===== src/rtl/core/tfar_pkg.sv =====
// ----------------------------------------------------------------------------
// tfar_pkg
// shared types and constants of the thermal frame auto-range block
// ----------------------------------------------------------------------------
package tfar_pkg;

	localparam int WINDOW_DEPTH_DEF = 256;
	localparam int MAX_DIM_DEF      = 1024;

	localparam int PIX_W     = 16;
	localparam int HIGH_W    = 17;
	localparam int SUM_W     = 36;
	localparam int CNT_W     = 21;
	localparam int CFG_IDX_W = 3;
	localparam int CFG_DAT_W = 17;
	localparam int FDIM_W    = 11;
	localparam int ROI_W     = 16;
	localparam int WLEN_W    = 9;
	localparam int IN_TDATA_W  = 16;
	localparam int OUT_TDATA_W = 128;

	localparam logic [FDIM_W-1:0]    FRAME_WIDTH_RST  = 11'd256;
	localparam logic [FDIM_W-1:0]    FRAME_HEIGHT_RST = 11'd192;
	localparam logic [ROI_W-1:0]     ROI_RST          = 16'd32;
	localparam int                   WLEN_RST         = 8;
	localparam logic [CFG_DAT_W-1:0] FIXED_AUTO       = 17'h1FFFF;
	localparam logic [PIX_W-1:0]     PIX_MAX          = 16'hFFFF;

	localparam logic [CFG_IDX_W-1:0] REG_FRAME_WIDTH   = 3'd0;
	localparam logic [CFG_IDX_W-1:0] REG_FRAME_HEIGHT  = 3'd1;
	localparam logic [CFG_IDX_W-1:0] REG_ROI_WIDTH     = 3'd2;
	localparam logic [CFG_IDX_W-1:0] REG_ROI_HEIGHT    = 3'd3;
	localparam logic [CFG_IDX_W-1:0] REG_WINDOW_LENGTH = 3'd4;
	localparam logic [CFG_IDX_W-1:0] REG_FIXED_LOW     = 3'd5;
	localparam logic [CFG_IDX_W-1:0] REG_FIXED_HIGH    = 3'd6;

	typedef enum logic [3:0] {
		ST_IDLE,
		ST_FILL,
		ST_PUSH,
		ST_CAND,
		ST_CLATCH,
		ST_SCAN,
		ST_DRAIN,
		ST_EVAL,
		ST_FINISH
	} state_t;

	typedef struct packed {
		logic we;
		logic restart;
		logic latch_cand;
		logic clear_cnt;
		logic cmp_valid;
		logic eval;
	} win_ctl_t;

endpackage


===== src/rtl/core/tfar_window.sv =====
// ----------------------------------------------------------------------------
// tfar_window
// rolling window memory with a rank-count compare unit for the upper median
// ----------------------------------------------------------------------------
module tfar_window #(
	parameter int LEN_LIMIT = 256,
	parameter int AW        = 8,
	parameter int LW        = 9
) (
	input  logic                     clk,
	input  logic                     arst_n,
	input  tfar_pkg::win_ctl_t       ctl,
	input  logic [AW-1:0]            waddr,
	input  logic [tfar_pkg::PIX_W-1:0] wdata,
	input  logic [AW-1:0]            raddr,
	input  logic [LW-1:0]            rank,
	output logic                     done,
	output logic [tfar_pkg::PIX_W-1:0] median
);
	import tfar_pkg::*;

	logic [PIX_W-1:0] mem [LEN_LIMIT];
	logic [PIX_W-1:0] rd_q;
	logic [PIX_W-1:0] cand_q;
	logic [PIX_W-1:0] median_q;
	logic [LW-1:0]    lt_q;
	logic [LW-1:0]    le_q;
	logic             found_q;
	logic             match;

	always_ff @(posedge clk) begin
		if (ctl.we) begin
			mem[waddr] <= wdata;
		end
		rd_q <= mem[raddr];
	end

	assign match = (lt_q <= rank) && (rank < le_q);
	assign done  = found_q || match;
	assign median = median_q;

	always_ff @(posedge clk) begin
		if (ctl.latch_cand) begin
			cand_q <= rd_q;
		end
		if (ctl.eval && !found_q && match) begin
			median_q <= cand_q;
		end
	end

	always_ff @(posedge clk or negedge arst_n) begin
		if (!arst_n) begin
			lt_q    <= '0;
			le_q    <= '0;
			found_q <= 1'b0;
		end else begin
			if (ctl.clear_cnt) begin
				lt_q <= '0;
				le_q <= '0;
			end else if (ctl.cmp_valid) begin
				lt_q <= lt_q + LW'(rd_q < cand_q);
				le_q <= le_q + LW'(rd_q <= cand_q);
			end
			if (ctl.restart) begin
				found_q <= 1'b0;
			end else if (ctl.eval && match) begin
				found_q <= 1'b1;
			end
		end
	end

endmodule


===== config.mk =====
export PLATFORM = sky130hd
export DESIGN_NAME = tfar_window
export DESIGN_NICKNAME = d
export VERILOG_FILES = /design/src/rtl/core/tfar_pkg.sv /design/src/rtl/core/tfar_window.sv
export SDC_FILE = /design/constraint.sdc
export NUM_CORES = 2
export LEC_CHECK = 0
export ABC_AREA = 1
export CAP_MARGIN = 20
export CORE_MARGIN = 2
export CORE_UTILIZATION = 41
export DETAILED_ROUTE_END_ITERATION = 8
export DONT_BUFFER_PORTS = 1
export PLACE_DENSITY = 0.53
export SLEW_MARGIN = 15
export SYNTH_ARGS = -nofsm -noshare
export SYNTH_HDL_FRONTEND = slang
export SYNTH_SLANG_ARGS = --single-unit

===== constraint.sdc =====
create_clock -name clk -period 3.25 [get_ports clk]
set_input_delay 0.325 -clock clk [delete_from_list [all_inputs] [get_ports clk]]
set_output_delay 0.325 -clock clk [all_outputs]
set_load 0.1 [all_outputs]

* Word-level counts from Yosys, hierarchy flattened
Memories as Yosys holds them, arrays and structs flattened. A register that Yosys moved wholly into a read port is not among the register bits.
Cells that the tools add are included.
** Cells by class
- Add/sub/neg operators :: 2
- Magnitude comparators :: 4
- Muxes and demuxes :: 8
- Reduce and logical (&&, ||, !) cells :: 8
** Operators by type and width (number)
- 9-bit two-way mux :: 4
- 9-bit by 1-bit adder with 9-bit output :: 2
- 16-bit less-or-equal comparator :: 1
- 16-bit less-than comparator :: 1
- 9-bit less-or-equal comparator :: 1
- 9-bit less-than comparator :: 1
- 1-bit logical AND :: 4
- 1-bit two-way mux :: 4
- 2-bit nonzero test :: 2
- 1-bit zero test :: 1
- 1-bit logical OR :: 1
** Storage, ports and cells
- Bits in writable memories :: 4096
- Logic and storage cells :: 28
- Input bits :: 49
- Memories :: 1
- Output and inout port bits :: 17
- Register bits after elaboration :: 51
** Memories
- mem :: words 256, width 16, rd ports 1, clocked after memory_dff 1, wr ports 1, RTL line tfar_window.sv:22 : logic [PIX_W-1:0] mem [LEN_LIMIT];

* Depth between registers and ports, before layout
- Depth in word-level cells :: 5
- Gate-level depth with buffers :: 18

* Least setup slack after synthesis
Ideal clock, no wire load.
- Path type :: reg2reg
- Start :: register lt_q[6]
- End :: register median_q[0] (netlist: median[0]), enable pin
- Setup time :: 0.388 ns
- Cell stages (with the launch flop) :: 7
- Data arrival time :: 2.160 ns
- Buffers on the path :: 0
- Required time :: 2.862 ns
- Setup slack :: 0.701 ns
- Cells stage by stage :: dfrtp_1 -> ha_1 -> nand2_1 -> or4_1 -> o21ai_0 -> nand3_1 -> nor2_1
** On the way
- Longest elaborated chain between the ends :: 3
** Ends and longest elaborated chain
- start: declaration :: RTL line tfar_window.sv:26 : logic [LW-1:0] lt_q;
- start signal: assignment :: RTL line tfar_window.sv:61 : lt_q <= lt_q + LW'(rd_q < cand_q);
- 9-bit less-or-equal comparator :: RTL line tfar_window.sv:38 : assign match = (lt_q <= rank) && (rank < le_q);
- 1-bit logical AND :: RTL line tfar_window.sv:38
- 1-bit logical AND :: RTL line tfar_window.sv:46 : if (ctl.eval && !found_q && match) begin
- end signal: assignment :: RTL line tfar_window.sv:47 : median_q <= cand_q;
- end: declaration :: RTL line tfar_window.sv:25 : logic [PIX_W-1:0] median_q;
No other way between the ends.
A chain may end at the register's enable or synchronous reset.

==> summary.txt <==
Yosys
  • Warnings from Yosys: 0
  • Yosys top cell area share: 0.736
  • Most common library cells after synthesis: 4237 x nand2_1, 4128 x edfxtp_1, 4046 x nand3_1
  • Flop and latch count out of synthesis: 4163
  • Synth area leader: edfxtp_1
  • Most used flip-flop cell after synthesis: edfxtp_1
  • Post-synth EDFFs: 4128
  • Synth Net Count: 13955
  • Post-synthesis cell count: 13869
  • Dominant cell by count in the synthesized netlist: nand2_1
  • Sequential element share of the synthesized area: 0.741
  • Average cell area after synthesis: 12.1 µm²
  • Total standard cell area after synthesis: 168000 µm²
  • Count of cell types in the netlist: 29
  • Dominant cells by area after synthesis: edfxtp_1 74%, nand3_1 12%, nand2_1 9.4%
  • Async set-or-reset flop fraction in the synthesized netlist: 0.00456

Global route
  • Met2 Use GR: 0.388
  • Most used routing layer: met2
  • Overall routing resource usage: 0.246
  • Grt ovf: 0
  • Maximum number of pins on one net before global-route repair: 514
  • First-pass GRT wire length: 753000 µm
  • Via count of the first global-routing pass: 104033
  • Antenna violations before repair: 27
  • Global routing usage on met1: 0.355
  • Met3 track demand over resource in global routing: 0.0412

STA
  • Tightest Pin Transition: 2.27 ns
  • Period utilization: 1.02
  • Final Setup Violations: 2
  • Final critical-path setup slack: -0.0643 ns
  • Count of final hold-check violations: 323
  • Unrepaired setup endpoints after global routing: no
  • Final worst hold slack: -0.413 ns
  • Clk_skew: 0.0580 ns
  • Final-layout setup total negative slack: -0.0772 ns
  • Number of slew-limit violations in the final report: 1509
  • Fmax: 302 MHz
  • Tmin final: 3.31 ns
  • Relative slew slack: -0.516

Hold path
  • Cell count of the worst hold path: 0
  • Type of the worst min-delay path: in -> reg

Placement
  • HPWL Detailed: 274000 µm
  • IO Port Bufs: 0
  • Final RePlAce weighted congestion: 0.822
  • # placed instances: 19157

Clocking
  • Clock latency on the worst-skew pair: 1.02 ns
  • Root Driver: clkbuf_16
  • Number of levels in the clock H-tree: 5
  • Clock buffer count from CTS: 437
  • Clock transition at the registers of the reported paths: 0.06 ns
  • CTS tree: built
  • Longest Clk Path Bufs: 4
  • Total clock sinks: 4163

Finish
  • Total Nets Final: 14296
  • Final core utilization: 0.472
  • Fin cells: 20048
  • Layout Area Growth over Synthesis: 14.6%
  • Layout cells sized above 1: 0.103

Setup path
  • Startpoint Class: input pin
  • WS Path Type: in -> reg
  • Data required time at the worst endpoint: 4.10 ns
  • Maximum single-stage delay on the critical path: 0.39 ns
  • Cell with the largest stage delay on the worst path: buf_16
  • Maximum fanout along the worst path: 78
  • Sort of element at the end of the critical path: flip-flop
  • Cell chain of the critical path: buf_16, buf_16, buf_16, inv_16, buf_12, buf_4, buf_16, buf_12, nand3_1, nand3_1, nand3_1, nand3_1, nand3_1, nand3_1, buf_4, nand2_1, nand2_1, nand2_1
  • Cell occurring most often along the worst timing path: nand3_1
  • Reg2Reg Depth: 15
  • Arrival time at the worst endpoint: 4.17 ns

Die
  • Num ports: 66
  • Die extent in y: 645 µm
  • Chip width: 645 µm
  • Core region area: 409000 µm²
  • Floorplan die area: 416000 µm²
  • Initial Utilization: 0.411
  • Rows: 235

Status
  • Status: complete, but fails checks
  • Failing checks: negative hold slack, max-slew violations, negative setup slack

Detailed routing
  • Via count: 111236
  • First-iteration detailed-routing DRC count: 14263
  • Drt first pass iters: 5
  • Average via count per standard cell: 5.55
  • DRC: 0
  • Routed wire length: 532000 µm
  • WL/cell: 26.5 µm
  • Post-route antenna net violation count: 0

Power and ir drop
  • Pwr Density: 600 nW/µm²
  • Overall power consumption: 116 mW
  • IR Drop Worst-Case VDD: 0.434 mV
  • Pleak: 67.9 nW

Run
  • Count of maximum capacitance violations: 0
state kept, by name (all words and copies together) (netlist names):
signal	cells
median	16
mem	4096
lt_q	9
cand_q	16
le_q	9
found_q	1
rd_q	16
cells by family (layout without fill, tap and decap cells):
group,after synthesis,count (layout),synth area share
other,0,13,0
flip-flops,4163,4163,0.741
AO/OA/AOI/OAI,53,53,0.00171
buffers and inverters,1022,1737,0.0325
AND/OR/NAND/NOR,8594,8594,0.222
adder cells (fa/ha/maj),37,37,0.00275
critical path, delay by kind of cell:
kind	cells	cell delay, ns
buffers and inverters	9	2.25
and+or+nand+nor	9	1.27
through the flow:
| stage | worst slack, ns | instance area (µm²) |
|---|---|---|
| detailed placement | -1.55 | 178000 |
| global route | 0.0000817 | 193000 |
| finish | -0.0643 | 193000 |
| CTS | 0.0303 | 192000 |
| global placement | -1.52 | 178000 |
| floorplan | 0.701 | 168000 |
final cells by class:
| type | count | area [µm²] |
|---|---|---|
| inverters | 84 | 369 |
| diodes | 13 | 32.5 |
| clock buffers | 544 | 11500 |
| well taps | 5451 | 6820 |
| clock inverters | 269 | 2290 |
| repair buffers | 840 | 8840 |
| multi-input cells | 8684 | 38300 |
| fillers | 36520 | 216000 |
| flip-flops and latches | 4163 | 125000 |
cell usage in the layout (no fill, tap or decap), types with 40 or more instances in the layout:
master / n
clkinv_2: 93
clkbuf_16: 446
buf_12: 125
clkinv_1: 112
clkbuf_1: 93
nor2_2: 40
edfxtp_1: 4128
nand3_1: 4041
nor2_1: 256
nand2_1: 4218
buf_4: 643
inv_1: 77
final timing paths:
check                                          start                     to  slack [ns]
worst max-delay path                        raddr[1]        rd_q[7]$_DFF_P_       -0.06
worst min-delay path                        wdata[7]  mem[246][7]$_DFFE_PP_       -0.41
worst max register to register       rd_q[1]$_DFF_P_    lt_q[2]$_DFFE_PN0P_        0.20
worst min register to register  cand_q[10]$_DFFE_PP_   median[10]$_DFFE_PP_        0.45
max in group asynchronous                     arst_n    lt_q[8]$_DFFE_PN0P_        2.53
min in group asynchronous                     arst_n    found_q$_DFFE_PN0P_        0.27
repair_timing:
action | CTS | global route
endpoints found under the setup margin | 20 | 20
cloned | 5 | 3
gates resized for setup | 8 | 16
setup buffers | 0 | 1
endpoints found under the hold margin | 4232 | 3554
hold buffers | 22 | 29
pin swaps | 0 | 4
per-layer routing:
layer / vias to the layer above / part of all wire
met5: - / 0.000051
met4: 4 / 0.028
met3: 659 / 0.086
met2: 4742 / 0.46
met1: 55578 / 0.43
li1: 50253 / -
power by group:
group,switching [mW],internal (mW)
clock,21.3,27.7
combinational,5.47,2.04
sequential,0.157,59.3
(Power assumes the default switching activity.)
